[config.mk]
export PLATFORM = sky130hd
export DESIGN_NAME = mm4_merge
export DESIGN_NICKNAME = d
export VERILOG_FILES = /design/src/rtl/mm4_pkg.sv /design/src/rtl/mm4_merge.sv
export SDC_FILE = /design/constraint.sdc
export NUM_CORES = 1
export LEC_CHECK = 0
export BUFFER_PORTS_ARGS = -buffer_cell sky130_fd_sc_hd__buf_2
export CORE_ASPECT_RATIO = 0.9
export CORE_MARGIN = 2
export CORE_UTILIZATION = 30
export CTS_CLUSTER_DIAMETER = 120
export DETAILED_ROUTE_END_ITERATION = 10
export PLACE_DENSITY = 0.63
export SLEW_MARGIN = 25
export SYNTH_ARGS = -nofsm -noshare
export SYNTH_HDL_FRONTEND = slang
export SYNTH_SLANG_ARGS = --single-unit
[constraint.sdc]
create_clock -name clock -period 13.2 [get_ports clock]
set_clock_uncertainty 0.15 [all_clocks]
set_input_delay 2.64 -clock clock [delete_from_list [all_inputs] [get_ports clock]]
set_output_delay 2.64 -clock clock [all_outputs]
set_load 0.03 [all_outputs]
[src/rtl/mm4_pkg.sv]
// ----------------------------------------------------------------------------
// mm4_pkg
// Shared types and constants for the 4x4 fixed-point matrix multiplier.
// ----------------------------------------------------------------------------
package mm4_pkg;

   localparam int DIM       = 4;
   localparam int LANES     = 4;
   localparam int FRAC_BITS = 16;
   localparam int DATA_W    = 32;
   localparam int PROD_W    = 2 * DATA_W;
   localparam int ACC_W     = PROD_W + $clog2(DIM);
   localparam int Q_W       = ACC_W - FRAC_BITS;
   localparam int IDX_W     = $clog2(DIM);

   localparam logic [IDX_W-1:0]  IDX_LAST = IDX_W'(DIM - 1);
   localparam logic [DATA_W-1:0] SAT_POS  = {1'b0, {(DATA_W-1){1'b1}}};
   localparam logic [DATA_W-1:0] SAT_NEG  = {1'b1, {(DATA_W-1){1'b0}}};

   localparam logic [1:0] KIND_LOAD_LEFT  = 2'd0;
   localparam logic [1:0] KIND_LOAD_RIGHT = 2'd1;
   localparam logic [1:0] KIND_MULTIPLY   = 2'd2;

   typedef enum logic [1:0] {
      ST_IDLE,
      ST_WAIT_OUT,
      ST_ISSUE,
      ST_DRAIN
   } state_type;

   typedef struct packed {
      logic [1:0]         kind;
      logic [1:0]         row_index;
      logic signed [31:0] elem_a;
      logic signed [31:0] elem_b;
      logic signed [31:0] elem_c;
      logic signed [31:0] elem_d;
   } req_type;

   typedef struct packed {
      logic [1:0]         out_row;
      logic signed [31:0] prod_a;
      logic signed [31:0] prod_b;
      logic signed [31:0] prod_c;
      logic signed [31:0] prod_d;
      logic               saturated;
      logic               last_row;
   } rsp_type;

   typedef struct packed {
      logic               step;
      logic               first;
      logic               last;
      logic [IDX_W-1:0]   k;
      logic [DATA_W-1:0]  left_elem;
   } issue_type;

   typedef struct packed {
      logic               en;
      logic [IDX_W-1:0]   row;
      logic [DATA_W-1:0]  data;
   } col_wr_type;

   typedef struct packed {
      logic               valid;
      logic               sat;
      logic [DATA_W-1:0]  value;
   } lane_res_type;

endpackage

[src/rtl/mm4_merge.sv]
// ----------------------------------------------------------------------------
// mm4_merge
// Combines the lane results of one product row into a result item and
// holds it in the output register until the receiver takes it.
// ----------------------------------------------------------------------------
module mm4_merge (
   input  logic                           clock,
   input  logic                           reset,
   input  mm4_pkg::lane_res_type          lanes [mm4_pkg::LANES],
   input  logic [mm4_pkg::IDX_W-1:0]      row,
   output logic                           land,
   output logic                           rsp_valid,
   input  logic                           rsp_stall,
   output mm4_pkg::rsp_type               rsp_data
);

   logic             rsp_valid_ff;
   mm4_pkg::rsp_type rsp_data_ff;
   mm4_pkg::rsp_type rsp_data_in;
   logic             sat_any;

   always_comb begin
      land    = 1'b1;
      sat_any = 1'b0;
      for (int i = 0; i < mm4_pkg::LANES; i++) begin
         land    = land & lanes[i].valid;
         sat_any = sat_any | lanes[i].sat;
      end
      rsp_data_in.out_row   = 2'(row);
      rsp_data_in.prod_a    = lanes[0].value;
      rsp_data_in.prod_b    = lanes[1].value;
      rsp_data_in.prod_c    = lanes[2].value;
      rsp_data_in.prod_d    = lanes[3].value;
      rsp_data_in.saturated = sat_any;
      rsp_data_in.last_row  = (row == mm4_pkg::IDX_LAST);
   end

   always_ff @(posedge clock) begin
      if (reset) begin
         rsp_valid_ff <= 1'b0;
      end else if (land) begin
         rsp_valid_ff <= 1'b1;
      end else if (!rsp_stall) begin
         rsp_valid_ff <= 1'b0;
      end
   end

   // a row lands only into an empty register, so no hold check here
   always_ff @(posedge clock) begin
      if (land) begin
         rsp_data_ff <= rsp_data_in;
      end
   end

   assign rsp_valid = rsp_valid_ff;
   assign rsp_data  = rsp_data_ff;

endmodule

# Yosys cells after proc, flatten, opt, wreduce, memory -nomap -nowiden
# Index checks and enable logic that the tools add are counted.
# Widths: inputs -> output; s select.
[word_totals]
reg_bits = 133
latch_bits = 0
ram_bits = 0
romBits = 0
in_bits = 141
output_inout_bits = 134
elab_cells = 18
mem_count = 0
[classes]
n_addsub = 0
multipliers = 0
div = 0
magnitude_cmp = 0
eq_ne = 2
n_shift = 0
mux = 2
bitwise = 6
reduce_logical = 0
[ops]
columns = ["operator", "count"]
rows = [
  ["$and 1x1->1", 3],
  ["$or 1x1->1", 3],
  ["$eq 2x2->1 const B", 1],
  ["$mux 1", 2],
  ["$ne 2x2->1 const B", 1],
]

# Logic depth before layout (Yosys ltp)
[depth]
depth_word = 4
mapped_depth = 2
mapped_depth_nobuf = 2

# Worst setup path before layout
# No wires, ideal clock.
[synth_path]
kind = "in2out"
from = "input port lanes[67] (netlist bit)"
to = "output port land"
arrival_ps = 5487
required_time_ps = 10410
path_slack_ps = 4923
path_stages = 2
path_buffers = 0
cell_sequence = "nand4_1 -> inv_1"
[synth_between]
elab_chain_cells = 2
[synth_rtl]
columns = ["element", "line_no", "text"]
rows = [
  ["from (decl)", "mm4_merge.sv:9", "input mm4_pkg::lane_res_type lanes [mm4_pkg::LANES],"],
  ["$and 1x1->1 (2 in a row)", "mm4_merge.sv:26", "land = land & lanes[i].valid;"],
  ["to (decl)", "mm4_merge.sv:11", "output logic land,"],
]
# Every way passes these cells.

# Final worst setup path
# Same ends and word-level chain as after synthesis.

==> out/qor_table.md <==
| Group | Metric | Reported |
|---|---|---|
| yosys | Predominant post-synthesis flop cell | sky130_fd_sc_hd__edfxtp_1 |
| pwr | VDD IR max | 0.106 mV |
| pwr | Leakage power | 2.60 nW |
| clock network | Clk sinks | 133 |
| sta | Final count of hold timing violations | 0 |
| setup path | Worst r2r dst | rsp_valid$_SDFFE_PP0P_ |
| worst hold path | Hold worst-path end | rsp_valid$_SDFFE_PP0P_ |
| finish | Final instance count without filler cells | 614 |
| setup path | Data arrival time of the worst path | 3870 ps |
| setup path | Kind of start point of the critical path | input port |
| yosys | Syn avg cell area | 28.9 um^2 |
| placement | Placed cells | 582 |
| worst hold path | Number of cells on the worst hold path | 2 |
| setup path | Crit path capture type | primary output |
| floorplanning | Die Area | 14300 um^2 |
| setup path | Data required time of the worst path | 10410 ps |
| clock network | Root buffer selected by CTS | sky130_fd_sc_hd__clkbuf_16 |
| worst hold path | Start point of the worst hold path | rsp_valid$_SDFFE_PP0P_ |
| sta | Final clock period utilization by the worst path | 50.5% |
| clock network | Count of cells resized by post-cts repair | 0 |
| yosys | Area of the mapped netlist | 4020 um^2 |
| yosys | Post-synthesis sequential element count | 133 |
| setup path | Library cell appearing most often on the critical path | sky130_fd_sc_hd__buf_2 |
| finish | Inserted Diodes | 0 |
| yosys | Top-area cell type share of the netlist area | 98.7% |
| global route | Pin count of the biggest net entering global routing | 68 |
| setup path | Beginning of the worst register-to-register path | rsp_valid$_SDFFE_PP0P_ |
| sta | Max Clock Freq | 150 MHz |
| setup path | Number of buffers and inverters on the critical path | 3 |
| yosys | Cell count after synthesis | 139 |
| clock network | Post-CTS Setup Inserts | 0 |
| routing | Starting DRC count in detailed routing | 103 |
| yosys | Share of flip-flops with an asynchronous set or reset | 0% |
| setup path | Worst-path cell chain | buf_2 > nand4_1 > inv_4 > buf_2 |
| routing | Routed wire length per instance | 15.8 um |
| status | Status | completed |
| setup path | Crit-path max FO | 67 |
| yosys | Number of warnings printed during yosys synthesis | 0 |
| setup path | Slowest cell on the critical path | sky130_fd_sc_hd__inv_4 |
| global route | GRT overflow | 0 |
| yosys | Count of different cell masters after synthesis | 8 |
| pwr | Cell Pwr Density | 164 nW/um^2 |
| yosys | Sequential element share of the synthesized area | 99.2% |
| worst hold path | Path category of the worst min-delay check | flip-flop to flip-flop |
| setup path | R2r worst-path depth | 2 |
| global route | Number of global-route vias before repair | 2644 |
| yosys | Number of enable-type register cells in the synthesized netlist | 132 |
| floorplanning | Area of the core region | 13200 um^2 |
| global route | All-layer global routing usage | 13.1% |
| sta | Final slew viol count | 0 |
| routing | DRC errors left | 0 |
| setup path | Crit Path Class | input port to primary output |
| sta | Hold WS | 345 ps |
| floorplanning | Die outline width | 126 um |
| clock network | CTS HTree Levels | 4 |
| finish | Net count, final | 574 |
| clock network | TritonCTS clock tree | built |
| sta | Setup tns final | 0 ps |
| routing | Post-Route WL | 9.71 mm |
| placement | Last weighted congestion value of the routability-driven placer | 0.765 |
| floorplanning | # rows | 40 |
| clock network | Worst skew pair latency | 400 ps |
| global route | Antenna violations before repair | 0 |
| floorplanning | Initial standard-cell utilization of the core | 30.4% |
| clock network | Maximum buffer depth of the clock tree | 2 |
| clock network | TritonCTS buffer count | 17 |
| placement | Post-place setup slack | 6480 ps |
| global route | Wire length of the first global-routing pass | 13.7 mm |
| yosys | Largest cells by area after synthesis | sky130_fd_sc_hd__edfxtp_1, sky130_fd_sc_hd__dfxtp_1, sky130_fd_sc_hd__or4_1, sky130_fd_sc_hd__and2_1, sky130_fd_sc_hd__nand4_1 |
| finish | Proportion of layout cells with a drive suffix above 1 | 67.5% |
| floorplanning | Die span in y | 114 um |
| finish | Number of fill cells | 1192 |
| sta | Setup repair after global routing missed its margin | false |
| yosys | Yosys top cell by area | sky130_fd_sc_hd__edfxtp_1 |
| routing | DRT Pass-1 Iters | 4 |
| clock network | Clock edge transition at the registers on the reported setup and hold paths | 50 ps |
| placement | Count of buffers from port buffering | 274 |
| setup path | CP peak stage delay | 630 ps |
| setup path | Largest delay contributor family on the critical path | buffers and inverters |
| sta | Time the final worst path needs with I/O delays and setup | 6660 ps |
| sta | Setup violations, final | 0 |
| sta | Post-route worst setup slack | 6540 ps |
| floorplanning | Boundary Pins | 275 |
| job | Max_cap viols | 0 |
| clock network | Cts-stage hold buffer count | 0 |
| finish | Area growth from synthesis to layout | 54.5% |
| finish | Area of all sequential standard cells | 3980 um^2 |
| sta | Tightest slew margin relative to the limit | 44.0% |
| routing | ANT nets after route | 0 |
| yosys | Syn nets | 280 |
| yosys | Most common cell in the netlist | sky130_fd_sc_hd__edfxtp_1 |
| routing | Total via count after detailed routing | 2525 |
| finish | Area used by multi-input combinational logic | 28.8 um^2 |
| setup path | Setup slack of the most critical reg-to-reg path | 12410 ps |
| sta | Worst Tran Pin Value | 840 ps |
| routing | Via count normalized by instance count | 4.11 |
tightest hold or removal path, delay by kind of cell (launching register included):
| kind | cells | cell delay (ps) |
|---|---|---|
| simple gates | 1 | 60 |
| flops | 1 | 330 |
| compound gates | 1 | 60 |
routing by layer:
metal  up-vias  GRT usage, %  wire [um]
met5         -             0          0
met4         0          6.01        150
met3        13          7.79       1250
met2       177          21.3       4790
met1      1177          13.8       3520
li1       1158             -          -
cells in the final DEF, fill, tap and decap left out, drive strengths merged:
master	synthesis	routed
a21oi	1	1
and2	1	1
buf	0	275
bufinv	0	4
clkbuf	0	19
clkinv	0	9
dfxtp	1	1
edfxtp	132	132
inv	1	1
nand2	1	1
nand4	1	1
or4	1	1
registers in the layout, indices dropped and copies added (netlist names):
register	cells
rsp_valid	1
rsp_data	132
per-stage QoR:
| step | util (%) | power, mW | cell area [um^2] |
|---|---|---|---|
| floorplan | - | 0.521 | 4020 |
| global placement | 42.4 | 0.552 | 5610 |
| detailed placement | 42.4 | 0.555 | 5610 |
| CTS | 47.0 | 1.03 | 6200 |
| global route | 47.0 | 1.05 | 6200 |
| finish | 47.0 | 1.02 | 6200 |
kinds of logic after synthesis:
group	Yosys count	synth area share, %
flops	133	99.2
simple gates	4	0.592
compound gates	1	0.124
buf+inv	1	0.0934
cell type report:
class / instances / area share (%)
Multi-Input combinational cell: 5 / 0.464
Tap cell: 168 / 3.39
Clock inverter: 13 / 2.62
Timing Repair Buffer: 275 / 22.2
Clock buffer: 19 / 6.98
Inverter: 1 / 0.101
Sequential cell: 133 / 64.2
worst max-delay path by stage:
stage,startpoint,end,slack (ps),depth (start not counted)
final,lanes[67],land,6540,4
after global routing,lanes[67],land,6410,4
after global placement,lanes[67],land,6550,4
after CTS,lanes[67],land,6480,4
after detailed placement,lanes[67],land,6480,4
after floorplan,lanes[67],land,4920,2
power breakdown:
| part | internal, mW | leakage [nW] | switching, mW |
|---|---|---|---|
| combinational | 0.0226 | 1.10 | 0.0402 |
| clock | 0.311 | 0.292 | 0.160 |
| sequential | 0.479 | 1.21 | 0.00309 |
| total | 0.813 | 2.60 | 0.203 |
No activity file was read; power rests on OpenSTA's default activity.
