$ cat config.mk
export PLATFORM = sky130hd
export DESIGN_NAME = mm4_lane
export DESIGN_NICKNAME = d
export VERILOG_FILES = /design/src/rtl/mm4_pkg.sv /design/src/rtl/mm4_lane.sv
export SDC_FILE = /design/constraint.sdc
export NUM_CORES = 2
export LEC_CHECK = 0
export BUFFER_PORTS_ARGS = -buffer_cell sky130_fd_sc_hd__buf_2
export CORE_MARGIN = 1
export CORE_UTILIZATION = 33
export DETAILED_ROUTE_END_ITERATION = 10
export GPL_TIMING_DRIVEN = 0
export PLACE_DENSITY = 0.49
export SLEW_MARGIN = 20
export SYNTH_ARGS = -nofsm -noshare
export SYNTH_HDL_FRONTEND = slang
export SYNTH_SLANG_ARGS = --single-unit
$ cat constraint.sdc
create_clock -name clock -period 11.4 [get_ports clock]
set_clock_uncertainty 0.05 [all_clocks]
set_input_delay 1.71 -clock clock [delete_from_list [all_inputs] [get_ports clock]]
set_output_delay 1.71 -clock clock [all_outputs]
set_load 0.01 [all_outputs]
$ cat src/rtl/mm4_pkg.sv
// ----------------------------------------------------------------------------
// mm4_pkg
// Shared types and constants for the 4x4 fixed-point matrix multiplier.
// ----------------------------------------------------------------------------
package mm4_pkg;

   localparam int DIM       = 4;
   localparam int LANES     = 4;
   localparam int FRAC_BITS = 16;
   localparam int DATA_W    = 32;
   localparam int PROD_W    = 2 * DATA_W;
   localparam int ACC_W     = PROD_W + $clog2(DIM);
   localparam int Q_W       = ACC_W - FRAC_BITS;
   localparam int IDX_W     = $clog2(DIM);

   localparam logic [IDX_W-1:0]  IDX_LAST = IDX_W'(DIM - 1);
   localparam logic [DATA_W-1:0] SAT_POS  = {1'b0, {(DATA_W-1){1'b1}}};
   localparam logic [DATA_W-1:0] SAT_NEG  = {1'b1, {(DATA_W-1){1'b0}}};

   localparam logic [1:0] KIND_LOAD_LEFT  = 2'd0;
   localparam logic [1:0] KIND_LOAD_RIGHT = 2'd1;
   localparam logic [1:0] KIND_MULTIPLY   = 2'd2;

   typedef enum logic [1:0] {
      ST_IDLE,
      ST_WAIT_OUT,
      ST_ISSUE,
      ST_DRAIN
   } state_type;

   typedef struct packed {
      logic [1:0]         kind;
      logic [1:0]         row_index;
      logic signed [31:0] elem_a;
      logic signed [31:0] elem_b;
      logic signed [31:0] elem_c;
      logic signed [31:0] elem_d;
   } req_type;

   typedef struct packed {
      logic [1:0]         out_row;
      logic signed [31:0] prod_a;
      logic signed [31:0] prod_b;
      logic signed [31:0] prod_c;
      logic signed [31:0] prod_d;
      logic               saturated;
      logic               last_row;
   } rsp_type;

   typedef struct packed {
      logic               step;
      logic               first;
      logic               last;
      logic [IDX_W-1:0]   k;
      logic [DATA_W-1:0]  left_elem;
   } issue_type;

   typedef struct packed {
      logic               en;
      logic [IDX_W-1:0]   row;
      logic [DATA_W-1:0]  data;
   } col_wr_type;

   typedef struct packed {
      logic               valid;
      logic               sat;
      logic [DATA_W-1:0]  value;
   } lane_res_type;

endpackage

$ cat src/rtl/mm4_lane.sv
// ----------------------------------------------------------------------------
// mm4_lane
// One product column: holds its column of the right operand, multiplies,
// accumulates over the inner index, then truncates and saturates.
// ----------------------------------------------------------------------------
module mm4_lane (
   input  logic                  clock,
   input  logic                  reset,
   input  mm4_pkg::col_wr_type   col_wr,
   input  mm4_pkg::issue_type    issue,
   output mm4_pkg::lane_res_type res
);

   logic [mm4_pkg::DATA_W-1:0]        col_ff [mm4_pkg::DIM];
   logic signed [mm4_pkg::DATA_W-1:0] a_op;
   logic signed [mm4_pkg::DATA_W-1:0] b_op;
   logic signed [mm4_pkg::PROD_W-1:0] prod_in;
   logic signed [mm4_pkg::PROD_W-1:0] prod_ff;
   logic                              p_valid_ff;
   logic                              p_first_ff;
   logic                              p_last_ff;
   logic [mm4_pkg::ACC_W-1:0]         acc_in;
   logic [mm4_pkg::ACC_W-1:0]         acc_ff;
   logic                              done_ff;
   logic [mm4_pkg::ACC_W-1:0]         biased;
   logic [mm4_pkg::Q_W-1:0]           quot;
   logic                              neg;
   logic                              fits;
   logic [mm4_pkg::DATA_W-1:0]        value_in;
   logic                              sat_in;
   logic                              res_valid_ff;
   logic                              res_sat_ff;
   logic [mm4_pkg::DATA_W-1:0]        res_value_ff;

   assign a_op    = issue.left_elem;
   assign b_op    = col_ff[issue.k];
   assign prod_in = a_op * b_op;

   always_ff @(posedge clock) begin
      if (reset) begin
         for (int i = 0; i < mm4_pkg::DIM; i++) begin
            col_ff[i] <= '0;
         end
      end else if (col_wr.en) begin
         col_ff[col_wr.row] <= col_wr.data;
      end
   end

   always_ff @(posedge clock) begin
      if (reset) begin
         p_valid_ff   <= 1'b0;
         done_ff      <= 1'b0;
         res_valid_ff <= 1'b0;
      end else begin
         p_valid_ff   <= issue.step;
         done_ff      <= p_valid_ff & p_last_ff;
         res_valid_ff <= done_ff;
      end
   end

   always_comb begin
      if (p_first_ff) begin
         acc_in = {{(mm4_pkg::ACC_W-mm4_pkg::PROD_W){prod_ff[mm4_pkg::PROD_W-1]}}, prod_ff};
      end else begin
         acc_in = acc_ff
                + {{(mm4_pkg::ACC_W-mm4_pkg::PROD_W){prod_ff[mm4_pkg::PROD_W-1]}}, prod_ff};
      end
   end

   always_ff @(posedge clock) begin
      if (issue.step) begin
         prod_ff    <= prod_in;
         p_first_ff <= issue.first;
         p_last_ff  <= issue.last;
      end
      if (p_valid_ff) begin
         acc_ff <= acc_in;
      end
      if (done_ff) begin
         res_value_ff <= value_in;
         res_sat_ff   <= sat_in;
      end
   end

   assign res.valid = res_valid_ff;
   assign res.sat   = res_sat_ff;
   assign res.value = res_value_ff;

   // truncate toward zero: bias negative sums before the arithmetic shift
   always_comb begin
      neg    = acc_ff[mm4_pkg::ACC_W-1];
      biased = acc_ff + {{(mm4_pkg::ACC_W-mm4_pkg::FRAC_BITS){1'b0}},
                         {mm4_pkg::FRAC_BITS{neg}}};
      quot   = biased[mm4_pkg::ACC_W-1:mm4_pkg::FRAC_BITS];
      fits   = (&quot[mm4_pkg::Q_W-1:mm4_pkg::DATA_W-1])
             | ~(|quot[mm4_pkg::Q_W-1:mm4_pkg::DATA_W-1]);
      sat_in = ~fits;
      if (fits) begin
         value_in = quot[mm4_pkg::DATA_W-1:0];
      end else if (neg) begin
         value_in = mm4_pkg::SAT_NEG;
      end else begin
         value_in = mm4_pkg::SAT_POS;
      end
   end

endmodule

=== Word-level counts from Yosys, hierarchy flattened ===
Memory sizes are Yosys's and may differ from the RTL's.
Index checks and enable logic that the tools add are counted.
W data, S select, Z words.

* Flip-flop bits (word level): 168
* Memory bits (writable): 128
* Input port bits: 74
* Logic and storage cells: 31
* Memories: 1

{| class="wikitable"
|+ Memories
! name !! words !! bits a word !! rd ports !! clocked after memory_dff !! write ports !! RTL line !! RTL
|-
| col_ff || 4 || 32 || 1 || 0 || 4 || mm4_lane.sv:14 || <nowiki>logic [mm4_pkg::DATA_W-1:0] col_ff [mm4_pkg::DIM];</nowiki>
|}

* Add/subtract/negate cells: 2
* Multipliers: 1
* Muxes and demuxes: 11
* Bitwise operators: 4
* Reductions and logical operators: 3

{| class="wikitable"
|+ Operators by type and width
! kind !! count
|-
| $mux W32 || 3
|-
| $add A66 B16 Y66 || 1
|-
| $add A66 B66 Y66 || 1
|-
| $mux W66 || 1
|-
| $mul A32 B32 Y64 || 1
|-
| $reduce_or A32 Y1 || 1
|-
| $reduce_and A19 Y1 || 1
|-
| $reduce_or A19 Y1 || 1
|-
| $mux W1 || 6
|-
| $mux W2 || 1
|-
| $not A1 Y1 || 2
|-
| $and A1 B1 Y1 || 1
|-
| $or A1 B1 Y1 || 1
|}

=== Depth between registers and ports, before layout ===
* Word-level depth: 5
* Depth in mapped cells: 33

=== Least setup slack after synthesis ===
Ideal clock, no wire load.

* Path type: input-to-reg
* Start: input port issue[32] (netlist bit)
* End: register prod_ff[59] (netlist bit), data pin
* Setup time: 262 ps
* Arrival time: 10131 ps
* Data required time: 11088 ps
* Path slack: 958 ps
* Stages: 25
* Path buffers: 4
* Cell sequence: clkbuf_1 -> buf_1 -> mux4_2 -> clkbuf_1 -> nand2_1 -> inv_1 -> fa_1 -> fa_1 -> fa_1 -> fa_1 -> inv_1 -> fa_1 -> inv_1 -> fa_1 -> fa_1 -> fa_1 -> ha_1 -> clkbuf_1 -> a21o_1 -> a21o_1 -> or3_1 -> o21bai_1 -> o211ai_1 -> o31ai_1 -> xnor2_1

* Cells in the longest elaborated chain, start to end: 2

{| class="wikitable"
|+ RTL lines
! item !! RTL line !! RTL
|-
| from (decl) || mm4_lane.sv:10 || <nowiki>input mm4_pkg::issue_type issue,</nowiki>
|-
| $mem_v2 Z4 W32 || - ||
|-
| $mul A32 B32 Y64 || mm4_lane.sv:37 || <nowiki>assign prod_in = a_op * b_op;</nowiki>
|-
| net prod_in (one bit) || mm4_lane.sv:17 || <nowiki>logic signed [mm4_pkg::PROD_W-1:0] prod_in;</nowiki>
|-
| to (signal assigned) || mm4_lane.sv:72 || <nowiki>prod_ff <= prod_in;</nowiki>
|-
| to (decl) || mm4_lane.sv:18 || <nowiki>logic signed [mm4_pkg::PROD_W-1:0] prod_ff;</nowiki>
|}

The timed path passes the listed nets, and every way through them passes these cells.
A chain may end at the register's enable or synchronous reset.

=== Final worst setup path ===
* Start: input port issue[33] (netlist bit)
* End: register prod_ff[55] (netlist bit), data pin

Same word-level chain as after synthesis.

==> flow_summary_export.csv <==
group,metric,value,unit
worst_hold_path,min_from,"p_last_ff$_DFFE_PP_",
yosys,yosys_most_used_dff,"edfxtp_1",
sta,period_needed,10790,ps
global_route,grt_first_pass_wirelength,283,mm
global_route,antenna_found_initial,24,
drt,via_per_inst,5.11,
layout,area_delta_synth_final,9.09,%
placed_design,port_buffers,105,
layout,layout_common_cells,"1,080 x fa_1, 994 x inv_1, 655 x nand2_1",
yosys,syn_area,0.0529,sq mm
sta,setup_violations,0,
global_route,gr-total-overflow,0,
layout,final_common_cell,"fa_1",
global_route,grt_max_degree,57,
clock_network,cts_tree,"built",
die,ios,108,
sta,maxSlewViolCount,0,
worst_hold_path,hold_class,"flip-flop to flip-flop",
status,outcome,"completed",
die,die_y,403,microns
setup_path,cp.arrival,11080,ps
clock_network,cts_root_buffer,"clkbuf_16",
worst_hold_path,hold_depth,2,
drt,vias,38800,
setup_path,end_kind,"flip-flop",
clock_network,cts_max_level,2,
yosys,netlist.area_leader.share,41.0,%
die,rows,146,
layout,fillCellCount,16300,
yosys,ys.warnings.count,0,
yosys,synth_top_cells_by_area,"fa_1 41%, edfxtp_1 17%, and2_1 7.5%",
yosys,ys_types,83,
yosys,ys_seq_area_share,16.7,%
setup_path,path_max_fanout,10,
job,drv_cap,0,
sta,tightest_slew,1310,ps
placed_design,hpwl,156,mm
clock_network,clk_pin_slew_worst_paths,60,ps
yosys,syn_inst,5323,
clock_network,clk_latency,600,ps
sta,tns,0,ps
yosys,syn-num-nets,6744,
setup_path,crit_start,"issue[33]",
yosys,synthArstFlopShare,0,%
clock_network,cts.path.max_buffers,3,
layout,fin_nets,6909,
setup_path,r2r-start,"col_ff[3][5]$_DFFE_PP_",
global_route,track_usage,24.2,%
die,start_util,33.4,%
setup_path,r2r_end,"prod_ff[63]$_DFFE_PP_",
placed_design,place_congestion,0.984,
sta,relSlewSlack,12.4,%
worst_hold_path,holdPathEnd,"done_ff$_SDFF_PP0_",
clock_network,cts_sinks,296,
sta,hold_viol,0,
global_route,grt_pass1_vias,41000,
sta,max_freq,92.7,MHz
setup_path,crit_type,"primary input to flip-flop",
yosys,ys_seq_elements,296,
drt,drc_errors,0,
setup_path,critPathLaunchType,"primary input",
sta,post-route-period-util,94.6,%
sta,rsz0062_at_grt,"false",
setup_path,rr_worst_depth,28,
die,core,0.159,sq mm
drt,totalWireLength,194,mm
setup_path,cp.required,11690,ps
yosys,avgSynthCellArea,9.95,sq um
clock_network,numCtsBuffers,37,
yosys,synth_edf_count,293,
die,die_area,0.162,sq mm
drt,antenna_left,0,
drt,wl_per_cell,25.5,microns
setup_path,ff2ff_setup_slack,1800,ps
drt,drt_iter0_markers,3048,
layout,drive_gt1_share,5.62,%
yosys,synth_top_area_cell,"fa_1",
die,dieWidth,403,microns
drt,dr.pass1.iters,6,
cells in the mapped netlist, drive strengths merged, types with 13 or more instances:
master  instances
a211oi         16
a21o           81
a21oi         133
a31oi          16
and2          636
and3           31
buf            13
clkbuf        256
edfxtp        293
fa           1083
ha            264
inv           995
mux2i          40
mux4           31
nand2         655
nand2b         21
nand3          57
nand4          32
nor2          121
nor2b          22
nor3           31
o211ai         13
o21a           27
o21ai         140
o21bai         21
o31ai          14
or2            17
xnor2          88
xor2           65
how the worst max path moves through the flow:
stage	endpoint	slack (ps)	cells after the start
global route	prod_ff[63]$_DFFE_PP_	220	30
CTS	prod_ff[63]$_DFFE_PP_	50	27
finish	prod_ff[55]$_DFFE_PP_	610	23
global placement	prod_ff[63]$_DFFE_PP_	-1260	27
detailed placement	prod_ff[63]$_DFFE_PP_	-1300	29
floorplan	prod_ff[59]$_DFFE_PP_	960	25
critical path, cell delays in order:
cell       delay, ps
clkbuf_1         260
clkbuf_2         390
mux4_2           440
clkbuf_2         530
nand2_1          240
fa_1             700
fa_2             830
fa_1             500
fa_1             510
inv_1             70
fa_1             630
fa_1             450
fa_1             800
fa_1             510
ha_1             290
clkbuf_1         290
and4_1           320
nand2_1          130
a2111oi_2        550
o21bai_1         250
o21ai_1          370
a21oi_1          150
xnor2_1          140
layer usage:
layer | GRT usage [%] | routed length [microns]
met2 | 37.4 | 85000
met4 | 9.07 | 8880
met5 | 0 | 105
met3 | 5.98 | 18000
met1 | 32.8 | 81800
logic make-up after synthesis:
logic type | after synthesis | share of synthesized area [%]
muxes | 78 | 2.22
and+or+nand+nor | 1654 | 15.8
DFF | 296 | 16.7
adders and majority gates | 1347 | 47.2
AOI/OAI and AO/OA | 530 | 6.47
buffers and inverters | 1265 | 9.03
xor gates and xnor gates | 153 | 2.53
sequential cells by signal, summed over array words and instances, names as in the netlist:
signal        count
p_last_ff         1
prod_ff          64
res_sat_ff        1
acc_ff           66
p_first_ff        1
p_valid_ff        1
res_value_ff     32
col_ff          128
res_valid_ff      1
done_ff           1
layout make-up:
class                           count  area [sq um]  share of cell area [%]
Sequential cell                   296          8860                    15.3
Clock inverter                     22           330                   0.572
Tap cell                         2072          2590                    4.49
Multi-Input combinational cell   3762         39300                    68.1
Clock buffer                       44           973                    1.69
Buffer                            268          1100                    1.90
Timing Repair Buffer              127           790                    1.37
Inverter                          996          3740                    6.48
Antenna cell                       13          32.5                  0.0563
per-stage QoR:
| step | setup slack (ps) | utilization (%) | std cells | hold WS, ps | cell area [sq um] |
|---|---|---|---|---|---|
| global route | 218 | 36.4 | 7587 | 471 | 57700 |
| floorplan | 958 | - | 5323 | 386 | 52900 |
| finish | 611 | 36.4 | 7600 | 415 | 57800 |
| detailed placement | -1300 | 35.4 | 7505 | 416 | 56200 |
| CTS | 52.3 | 36.3 | 7570 | 421 | 57600 |
| global placement | -1260 | 35.3 | 7500 | 402 | 56100 |
repair_timing:
action	in CTS	in global routing
buffers inserted	0	16
pin swaps	0	1
resized for setup	11	37
endpoints found under the setup margin	12	11
hold buffers	0	0
Power is not shown: default switching activity piles up to over one toggle a cycle in this logic, so the estimate is an artifact.
